$ cat src/confidence_abstention_gate_macros.svh
// assertion macros for the abstention gate
`ifndef CONFIDENCE_ABSTENTION_GATE_MACROS_SVH
`define CONFIDENCE_ABSTENTION_GATE_MACROS_SVH

// property checked on every rising edge outside reset
`define CAG_ASSERT(label, prop, msg) \
  label: assert property (@(posedge clk) disable iff (rst) (prop)) else $error(msg);

// implication checked on every rising edge outside reset
`define CAG_ASSERT_IMP(label, ante, cons, msg) \
  label: assert property (@(posedge clk) disable iff (rst) (ante) |-> (cons)) else $error(msg);

`endif

$ cat src/cag_pkg.sv
// shared types, constants and functions of the abstention gate
package cag_pkg;

  localparam int COUNT_WIDTH = 32;
  localparam int NUM_LANES   = 4;
  localparam int Q_W         = 16;

  localparam logic [Q_W-1:0] THR_RESET   = 16'd30474;
  localparam logic [Q_W-1:0] THR_LO      = 16'd16384;
  localparam logic [Q_W-1:0] THR_HI      = 16'd32768;
  localparam logic [Q_W-1:0] AGREE_LEVEL = 16'd22938;
  localparam logic [Q_W-1:0] GAP_MAX     = 16'd3277;
  localparam logic [Q_W-1:0] VAR_MAX     = 16'd4915;
  localparam logic [Q_W-1:0] RISK_HALF   = 16'd16384;
  localparam logic [Q_W-1:0] RATE_FULL   = 16'd32768;
  localparam logic [2:0]     AGREE_MIN   = 3'd3;

  localparam int IN_DATA_W  = 96;
  localparam int OUT_DATA_W = 248;

  typedef enum logic [2:0] {
    WHY_NONE     = 3'd0,
    WHY_LOW_CONF = 3'd1,
    WHY_DISAGREE = 3'd2,
    WHY_GAP      = 3'd3,
    WHY_UNSTABLE = 3'd4
  } why_t;

  typedef enum logic [2:0] {
    S_IDLE,
    S_MERGE,
    S_SQUARE,
    S_DECIDE,
    S_DIV,
    S_OUT
  } state_t;

  typedef struct packed {
    logic            agree;
    logic [Q_W-1:0]  x;
    logic [2*Q_W-1:0] sq;
  } lane_res_t;

  typedef struct packed {
    logic st1;
    logic st2;
  } merge_ctl_t;

  function automatic logic [Q_W-1:0] risk_table(input logic [Q_W-1:0] c);
    logic [Q_W-1:0] r;
    if (c >= 16'd30474)      r = 16'd131;
    else if (c >= 16'd28508) r = 16'd2392;
    else if (c >= 16'd26214) r = 16'd4981;
    else if (c >= 16'd23921) r = 16'd3277;
    else                     r = 16'd6554;
    return r;
  endfunction

  function automatic logic [31:0] sat32(input logic [COUNT_WIDTH-1:0] c);
    logic [63:0] w;
    w = 64'(c);
    return (w > 64'hFFFF_FFFF) ? 32'hFFFF_FFFF : w[31:0];
  endfunction

  function automatic logic [COUNT_WIDTH-1:0] bump(input logic [COUNT_WIDTH-1:0] c);
    return (&c) ? c : c + COUNT_WIDTH'(1);
  endfunction

endpackage

$ cat src/confidence_abstention_gate.sv
// top level of the confidence abstention gate
//
//  channel   dir  handshake                      payload
//  s_axis    in   s_axis_tvalid/s_axis_tready    tdata 96b, tuser req_type
//  m_axis    out  m_axis_tvalid/m_axis_tready    tdata 248b result
//  cfg       in   cfg_valid/cfg_ready            cfg_data threshold
//
// an evaluate request passes from accept to result through the merge, square and
// decision states, the serial rate divider (start, 15 quotient bits, done) and the
// output load; a request whose rate is zero or full skips the quotient bits
// the next request can be accepted in the cycle after the result is loaded
// rst clears counters and control and reloads the threshold; the result register
// holds under a stalled m_axis_tready and the next request is taken while it waits
module confidence_abstention_gate (
  input  logic         clk,
  input  logic         rst,
  input  logic         s_axis_tvalid,
  output logic         s_axis_tready,
  // overall_conf, signal_conf, response_conf, topology_conf, graph_conf, calib_gap
  input  logic [95:0]  s_axis_tdata,
  // req_type
  input  logic         s_axis_tuser,
  output logic         m_axis_tvalid,
  input  logic         m_axis_tready,
  // abstain, why, fp_risk, agree_count, feature_variance, predictions_seen,
  // abstentions_seen, low_conf_seen, disagree_seen, gap_seen, unstable_seen,
  // abstain_rate, zero pad
  output logic [247:0] m_axis_tdata,
  input  logic         cfg_valid,
  output logic         cfg_ready,
  input  logic [15:0]  cfg_data
);

  `include "confidence_abstention_gate_macros.svh"

  localparam int CW = cag_pkg::COUNT_WIDTH;

  cag_pkg::state_t state, state_next;

  logic [15:0] thr;
  logic        req_clear;
  logic [15:0] conf;
  logic [15:0] gap;

  logic [CW-1:0] pred_cnt, abst_cnt, low_cnt, dis_cnt, gap_cnt, unst_cnt;

  cag_pkg::lane_res_t [cag_pkg::NUM_LANES-1:0] lanes;
  cag_pkg::merge_ctl_t mctl;
  logic [2:0]  agree_cnt;
  logic [15:0] variance;

  logic        accept;
  logic        div_start;
  logic        div_done;
  logic [15:0] div_q;
  logic        out_load;

  logic           abst, abst_next;
  cag_pkg::why_t  why, why_next;
  logic [15:0]    risk, risk_next;
  logic [2:0]     agree_o, agree_o_next;
  logic [15:0]    var_o, var_o_next;

  assign cfg_ready = 1'b1;
  assign accept    = s_axis_tvalid && s_axis_tready;

  always_ff @(posedge clk) begin
    if (rst) begin
      thr <= cag_pkg::THR_RESET;
    end else if (cfg_valid && cfg_ready) begin
      if (cfg_data < cag_pkg::THR_LO)      thr <= cag_pkg::THR_LO;
      else if (cfg_data > cag_pkg::THR_HI) thr <= cag_pkg::THR_HI;
      else                                 thr <= cfg_data;
    end
  end

  always_ff @(posedge clk) begin
    if (accept) begin
      req_clear <= s_axis_tuser;
      conf      <= s_axis_tdata[15:0];
      gap       <= s_axis_tdata[95:80];
    end
  end

  for (genvar i = 0; i < cag_pkg::NUM_LANES; i++) begin : g_lane
    cag_lane u_lane (
      .clk  (clk),
      .load (accept),
      .x    (s_axis_tdata[16*(i+1) +: 16]),
      .res  (lanes[i])
    );
  end

  cag_merge u_merge (
    .clk       (clk),
    .ctl       (mctl),
    .lanes     (lanes),
    .agree_cnt (agree_cnt),
    .variance  (variance)
  );

  cag_div u_div (
    .clk      (clk),
    .rst      (rst),
    .start    (div_start),
    .dividend (abst_cnt),
    .divisor  (pred_cnt),
    .done     (div_done),
    .quot     (div_q)
  );

  always_ff @(posedge clk) begin
    if (rst) state <= cag_pkg::S_IDLE;
    else     state <= state_next;
  end

  always_comb begin
    state_next    = state;
    s_axis_tready = 1'b0;
    mctl          = '0;
    out_load      = 1'b0;
    unique case (state)
      cag_pkg::S_IDLE: begin
        s_axis_tready = 1'b1;
        if (s_axis_tvalid) state_next = cag_pkg::S_MERGE;
      end
      cag_pkg::S_MERGE: begin
        mctl.st1   = 1'b1;
        state_next = cag_pkg::S_SQUARE;
      end
      cag_pkg::S_SQUARE: begin
        mctl.st2   = 1'b1;
        state_next = cag_pkg::S_DECIDE;
      end
      cag_pkg::S_DECIDE: begin
        state_next = cag_pkg::S_DIV;
      end
      cag_pkg::S_DIV: begin
        if (div_done) state_next = cag_pkg::S_OUT;
      end
      cag_pkg::S_OUT: begin
        if (!m_axis_tvalid || m_axis_tready) begin
          out_load   = 1'b1;
          state_next = cag_pkg::S_IDLE;
        end
      end
      default: state_next = cag_pkg::S_IDLE;
    endcase
  end

  // counters settle at the decision edge, the divider starts right after
  logic decided;
  always_ff @(posedge clk) begin
    if (rst) decided <= 1'b0;
    else     decided <= (state == cag_pkg::S_DECIDE);
  end
  assign div_start = decided;

  always_comb begin
    abst_next    = 1'b0;
    why_next     = cag_pkg::WHY_NONE;
    risk_next    = '0;
    agree_o_next = '0;
    var_o_next   = '0;
    if (!req_clear) begin
      if (conf < thr) begin
        abst_next = 1'b1;
        why_next  = cag_pkg::WHY_LOW_CONF;
        risk_next = cag_pkg::risk_table(conf);
      end else begin
        agree_o_next = agree_cnt;
        if (agree_cnt < cag_pkg::AGREE_MIN) begin
          abst_next = 1'b1;
          why_next  = cag_pkg::WHY_DISAGREE;
          risk_next = cag_pkg::RISK_HALF;
        end else if (gap > cag_pkg::GAP_MAX) begin
          abst_next = 1'b1;
          why_next  = cag_pkg::WHY_GAP;
          risk_next = gap;
        end else begin
          var_o_next = variance;
          if (variance > cag_pkg::VAR_MAX) begin
            abst_next = 1'b1;
            why_next  = cag_pkg::WHY_UNSTABLE;
            risk_next = variance;
          end else begin
            risk_next = cag_pkg::risk_table(conf);
          end
        end
      end
    end
  end

  always_ff @(posedge clk) begin
    if (state == cag_pkg::S_DECIDE) begin
      abst    <= abst_next;
      why     <= why_next;
      risk    <= risk_next;
      agree_o <= agree_o_next;
      var_o   <= var_o_next;
    end
  end

  always_ff @(posedge clk) begin
    if (rst) begin
      pred_cnt <= '0;
      abst_cnt <= '0;
      low_cnt  <= '0;
      dis_cnt  <= '0;
      gap_cnt  <= '0;
      unst_cnt <= '0;
    end else if (state == cag_pkg::S_DECIDE) begin
      if (req_clear) begin
        pred_cnt <= '0;
        abst_cnt <= '0;
        low_cnt  <= '0;
        dis_cnt  <= '0;
        gap_cnt  <= '0;
        unst_cnt <= '0;
      end else begin
        pred_cnt <= cag_pkg::bump(pred_cnt);
        if (abst_next) abst_cnt <= cag_pkg::bump(abst_cnt);
        case (why_next)
          cag_pkg::WHY_LOW_CONF: low_cnt  <= cag_pkg::bump(low_cnt);
          cag_pkg::WHY_DISAGREE: dis_cnt  <= cag_pkg::bump(dis_cnt);
          cag_pkg::WHY_GAP:      gap_cnt  <= cag_pkg::bump(gap_cnt);
          cag_pkg::WHY_UNSTABLE: unst_cnt <= cag_pkg::bump(unst_cnt);
          default: ;
        endcase
      end
    end
  end

  always_ff @(posedge clk) begin
    if (rst) begin
      m_axis_tvalid <= 1'b0;
    end else if (out_load) begin
      m_axis_tvalid <= 1'b1;
    end else if (m_axis_tready) begin
      m_axis_tvalid <= 1'b0;
    end
  end

  always_ff @(posedge clk) begin
    if (out_load) begin
      m_axis_tdata <= {1'b0, div_q,
                       cag_pkg::sat32(unst_cnt), cag_pkg::sat32(gap_cnt),
                       cag_pkg::sat32(dis_cnt), cag_pkg::sat32(low_cnt),
                       cag_pkg::sat32(abst_cnt), cag_pkg::sat32(pred_cnt),
                       var_o, agree_o, risk, why, abst};
    end
  end

  `CAG_ASSERT(a_abst_le_pred, abst_cnt <= pred_cnt, "abstentions exceed predictions")
  `CAG_ASSERT_IMP(a_div_in_div, div_done, state == cag_pkg::S_DIV,
                  "rate divider finished outside its wait state")
  `CAG_ASSERT_IMP(a_why_abst, m_axis_tvalid,
                  (m_axis_tdata[0] == 1'b0) == (m_axis_tdata[3:1] == cag_pkg::WHY_NONE),
                  "abstain flag and reason disagree")
  `CAG_ASSERT(a_thr_range, thr >= cag_pkg::THR_LO && thr <= cag_pkg::THR_HI,
              "threshold out of range")

endmodule

$ cat src/cag_lane.sv
// one feature lane: agreement flag and square of a feature confidence
module cag_lane (
  input  logic                 clk,
  input  logic                 load,
  input  logic [15:0]          x,
  output cag_pkg::lane_res_t   res
);

  always_ff @(posedge clk) begin
    if (load) begin
      res.x     <= x;
      res.agree <= (x >= cag_pkg::AGREE_LEVEL);
      res.sq    <= 32'(x) * 32'(x);
    end
  end

endmodule

$ cat src/cag_merge.sv
// merging stage: agreement count, sums and population variance of the lanes
module cag_merge (
  input  logic                                        clk,
  input  cag_pkg::merge_ctl_t                         ctl,
  input  cag_pkg::lane_res_t [cag_pkg::NUM_LANES-1:0] lanes,
  output logic [2:0]                                  agree_cnt,
  output logic [15:0]                                 variance
);

  logic [17:0] sum, sum_next;
  logic [33:0] sqsum, sqsum_next;
  logic [2:0]  cnt_next;
  logic [35:0] sum_sq;
  logic [35:0] sq4;
  logic [35:0] diff;

  always_comb begin
    sum_next   = '0;
    sqsum_next = '0;
    cnt_next   = '0;
    for (int i = 0; i < cag_pkg::NUM_LANES; i++) begin
      sum_next   = sum_next + 18'(lanes[i].x);
      sqsum_next = sqsum_next + 34'(lanes[i].sq);
      cnt_next   = cnt_next + 3'(lanes[i].agree);
    end
  end

  always_ff @(posedge clk) begin
    if (ctl.st1) begin
      sum       <= sum_next;
      sqsum     <= sqsum_next;
      agree_cnt <= cnt_next;
    end
    if (ctl.st2) begin
      sum_sq <= 36'(sum) * 36'(sum);
      sq4    <= {sqsum, 2'b00};
    end
  end

  // 4*sum(x^2) - (sum x)^2 over 16*32768
  assign diff     = sq4 - sum_sq;
  assign variance = diff[34:19];

endmodule

$ cat src/cag_div.sv
// restoring divider for the abstention rate, one quotient bit per cycle
module cag_div (
  input  logic                            clk,
  input  logic                            rst,
  input  logic                            start,
  input  logic [cag_pkg::COUNT_WIDTH-1:0] dividend,
  input  logic [cag_pkg::COUNT_WIDTH-1:0] divisor,
  output logic                            done,
  output logic [15:0]                     quot
);

  localparam int CW = cag_pkg::COUNT_WIDTH;

  logic          busy;
  logic [3:0]    cnt;
  logic [CW-1:0] rem;
  logic [CW-1:0] den;
  logic [CW:0]   rem2;

  assign rem2 = {rem, 1'b0};

  always_ff @(posedge clk) begin
    if (rst) begin
      busy <= 1'b0;
      done <= 1'b0;
      cnt  <= '0;
    end else begin
      done <= 1'b0;
      if (start) begin
        den <= divisor;
        rem <= dividend;
        if (divisor == '0) begin
          quot <= '0;
          done <= 1'b1;
        end else if (dividend >= divisor) begin
          quot <= cag_pkg::RATE_FULL;
          done <= 1'b1;
        end else begin
          quot <= '0;
          cnt  <= 4'd15;
          busy <= 1'b1;
        end
      end else if (busy) begin
        if (rem2 >= {1'b0, den}) begin
          rem  <= CW'(rem2 - {1'b0, den});
          quot <= {quot[14:0], 1'b1};
        end else begin
          rem  <= rem2[CW-1:0];
          quot <= {quot[14:0], 1'b0};
        end
        cnt <= cnt - 4'd1;
        if (cnt == 4'd1) begin
          busy <= 1'b0;
          done <= 1'b1;
        end
      end
    end
  end

endmodule
$ cat config.mk
export PLATFORM = sky130hd
export DESIGN_NAME = confidence_abstention_gate
export DESIGN_NICKNAME = d
export VERILOG_FILES = /design/src/cag_pkg.sv /design/src/confidence_abstention_gate.sv /design/src/cag_lane.sv /design/src/cag_merge.sv /design/src/cag_div.sv
export VERILOG_INCLUDE_DIRS = /design/src /design/src/src
export SDC_FILE = /design/constraint.sdc
export NUM_CORES = 2
export LEC_CHECK = 0
export ABC_CLOCK_PERIOD_IN_PS = 27800
export BUFFER_PORTS_ARGS = -buffer_cell sky130_fd_sc_hd__buf_2
export CAP_MARGIN = 20
export CORE_UTILIZATION = 55
export CTS_CLUSTER_DIAMETER = 150
export DETAILED_ROUTE_END_ITERATION = 12
export PLACE_DENSITY_LB_ADDON = 0.1
export REMOVE_ABC_BUFFERS = 1
export SLEW_MARGIN = 40
export SYNTH_ARGS = -nofsm -noshare
export SYNTH_HDL_FRONTEND = slang
export SYNTH_SLANG_ARGS = --single-unit
$ cat constraint.sdc
create_clock -name clk -period 27.8 [get_ports clk]
set_input_delay 4.17 -clock clk [delete_from_list [all_inputs] [get_ports clk]]
set_output_delay 4.17 -clock clk [all_outputs]
set_load 0.01 [all_outputs]
==> run metrics <==
GPL Wtd Cong 0.8988; Setup-failing EPs final 0; Nets 9606; most instantiated library cell after synthesis inv_1; critical path's largest stage delay 0.55 ns; DR WL/cell 18.87 um; vias in the first global route 54.50k; EDFF count, synth 706; Die Area 0.1450 sq mm; Seq/Total Area, Yosys 32.42%; drt drc 0; die height 380.8 um; Area Overhead vs Synth 9.246%; Slew @ Worst Pin 0.8472 ns; Slew HR 43.40%; root buffer cell clkbuf_16; Clock Tree Buf Depth 3; CP Capture Type flip-flop; fin crit period 10.59 ns; Buf/Inv on CP 7; Clock Latency Late Sink 0.76 ns; worst endpoint required time 28.23 ns; Synth warnings 0; synth top area cells edfxtp_1 27%, fa_1 24%, ha_1 11%, inv_1 7.0%, dfxtp_1 5.6%; cell count after synthesis 7499; Synth Cell Area 0.07891 sq mm; Fill cells 11.90k; critical path class input port to flip-flop; Slowest cell on crit path fa_1; dominant delay contributor by cell family on the critical path adder cells; RSZ-0062 raised after global routing no; Synth Flop Type edfxtp_1; Total Routed Length 185.0 mm; Synth top area share 26.87%; initial antenna violation count 4; setup total negative slack 0 ns; HPWL Detailed 146.3 mm; routed vias/inst 5.398; Iteration-0 DRC Markers 3298; largest net degree at the start of global routing 95; CORE AREA 0.1419 sq mm; status completed; GRT Util Overall 25.86%; clock slew seen by the registers of the worst setup and hold paths 0.06 ns; DR vias 52.94k; clk_skew 0.07826 ns; post-CTS setup buffers 0; share of cells above drive strength 1 8.467%; post-CTS sizing 0; Ports 369; DRT Pass-1 Iters 6; area leader, netlist edfxtp_1; distinct cell type count after synthesis 102; htree depth 3; post-route ant nets 0; clock sink total 925; site row count 138; grt ovf 0; count of pins over their slew limit 0; flops & latches, synth 925; first-pass GRT wire length 294.4 mm; Hold-fix buffers, CTS 0; startpoint type of the worst setup path input port; Final Hold Viols 0; Die Wd 380.8 um; crit path max fanout 20; Worst Hold Class flip-flop to flip-flop; final hold slack 0.3623 ns; Async SR Flop Fraction 0%; syn avg cell area 10.52 sq um; CTS tree yes; fmax 94.41 MHz; Post-synth top cells 1471 x inv_1, 959 x fa_1, 706 x edfxtp_1; WP data arrival 11.02 ns; CTS Buf Count 96; Buffers on Ports 366; Initial Util 55.59%; fin crit share 38.10%; Max Cap Viol 0
## cells in the final DEF (no fill, tap or decap), types with 70 or more instances in the layout
cell	count
nor3_1	78
a21o_1	107
o21ai_0	169
buf_2	366
ha_1	700
or3_1	70
edfxtp_1	706
dfxtp_1	218
fa_1	959
nor2b_1	77
xor2_1	133
clkbuf_16	97
nand3_1	116
nand2_1	575
inv_1	1471
nor2_1	437
a21oi_1	315
and2_1	265
xnor2_1	236
## layout make-up
type                            instances  area, sq um  area share, %
Timing Repair Buffer                  405         2223          2.579
Antenna cell                            4        10.01        0.01161
Inverter                             1473         5529          6.414
Sequential cell                       925        25590          29.68
Clock buffer                          118         2596          3.012
Multi-Input combinational cell       4928        47190          54.74
Tap cell                             1890         2365          2.743
Clock inverter                         64        706.9         0.8201
## final timing paths
| kind | slack (ns) | depth (start not counted) | endpoint | startpoint |
|---|---|---|---|---|
| worst max-delay path | 17.21 | 25 | g_lane[1].u_lane.res[24] | s_axis_tdata[33] |
| worst min-delay path | 0.36 | 0 | u_merge.sq4[24] | u_merge.sqsum[22] |
| worst max register to register | 19.86 | 24 | u_merge.sum_sq[33] | u_merge.sum[9] |
| worst min register to register | 0.36 | 0 | u_merge.sq4[24] | u_merge.sqsum[22] |
## metrics by stage
step	cells	utilization (%)	area, sq um	setup WS (ns)
3_5_place_dp	9620	58.37	82850	16.57
5_1_grt	9805	60.73	86200	16.90
3_3_place_gp	9616	58.29	82740	16.61
4_1_cts	9802	60.70	86150	17.28
2_1_floorplan	7326	-	78210	12.51
6_report	9807	60.73	86200	17.21
## logic make-up (layout without fill, tap and decap cells)
family | after synthesis | in the layout | synth area share, %
muxes | 46 | 46 | 0.6279
DFF | 925 | 925 | 32.42
other | 2 | 9 | 0.009518
adders and majority gates | 1659 | 1659 | 35.43
buffers and inverters | 1649 | 2060 | 7.905
AOI/OAI and AO/OA | 918 | 918 | 7.546
xor gates and xnor gates | 369 | 369 | 4.096
and+or+nand+nor | 1931 | 1931 | 11.96
## state kept, by name, summed over array words and instances (netlist names), 17 cells and up
signal             flops
u_merge.sum_sq        34
g_lane.u_lane.res    188
unst_cnt              32
m_axis_tdata         247
u_merge.sq4           32
dis_cnt               32
u_merge.sqsum         33
abst_cnt              32
u_merge.sum           17
gap_cnt               32
u_div.rem             32
pred_cnt              32
low_cnt               32
u_div.den             32
## per-layer routing
layer / vias up / part of all wire [%] / GRT usage [%]
li1: 25108 / - / -
met1: 26410 / 42 / 33.65
met2: 1185 / 50 / 45.03
met3: 240 / 3.9 / 2.271
met4: 0 / 3.6 / 9.438
met5: - / 0 / 0
Power is not shown: default switching activity piles up to over one toggle a cycle in this logic, so the estimate is an artifact.
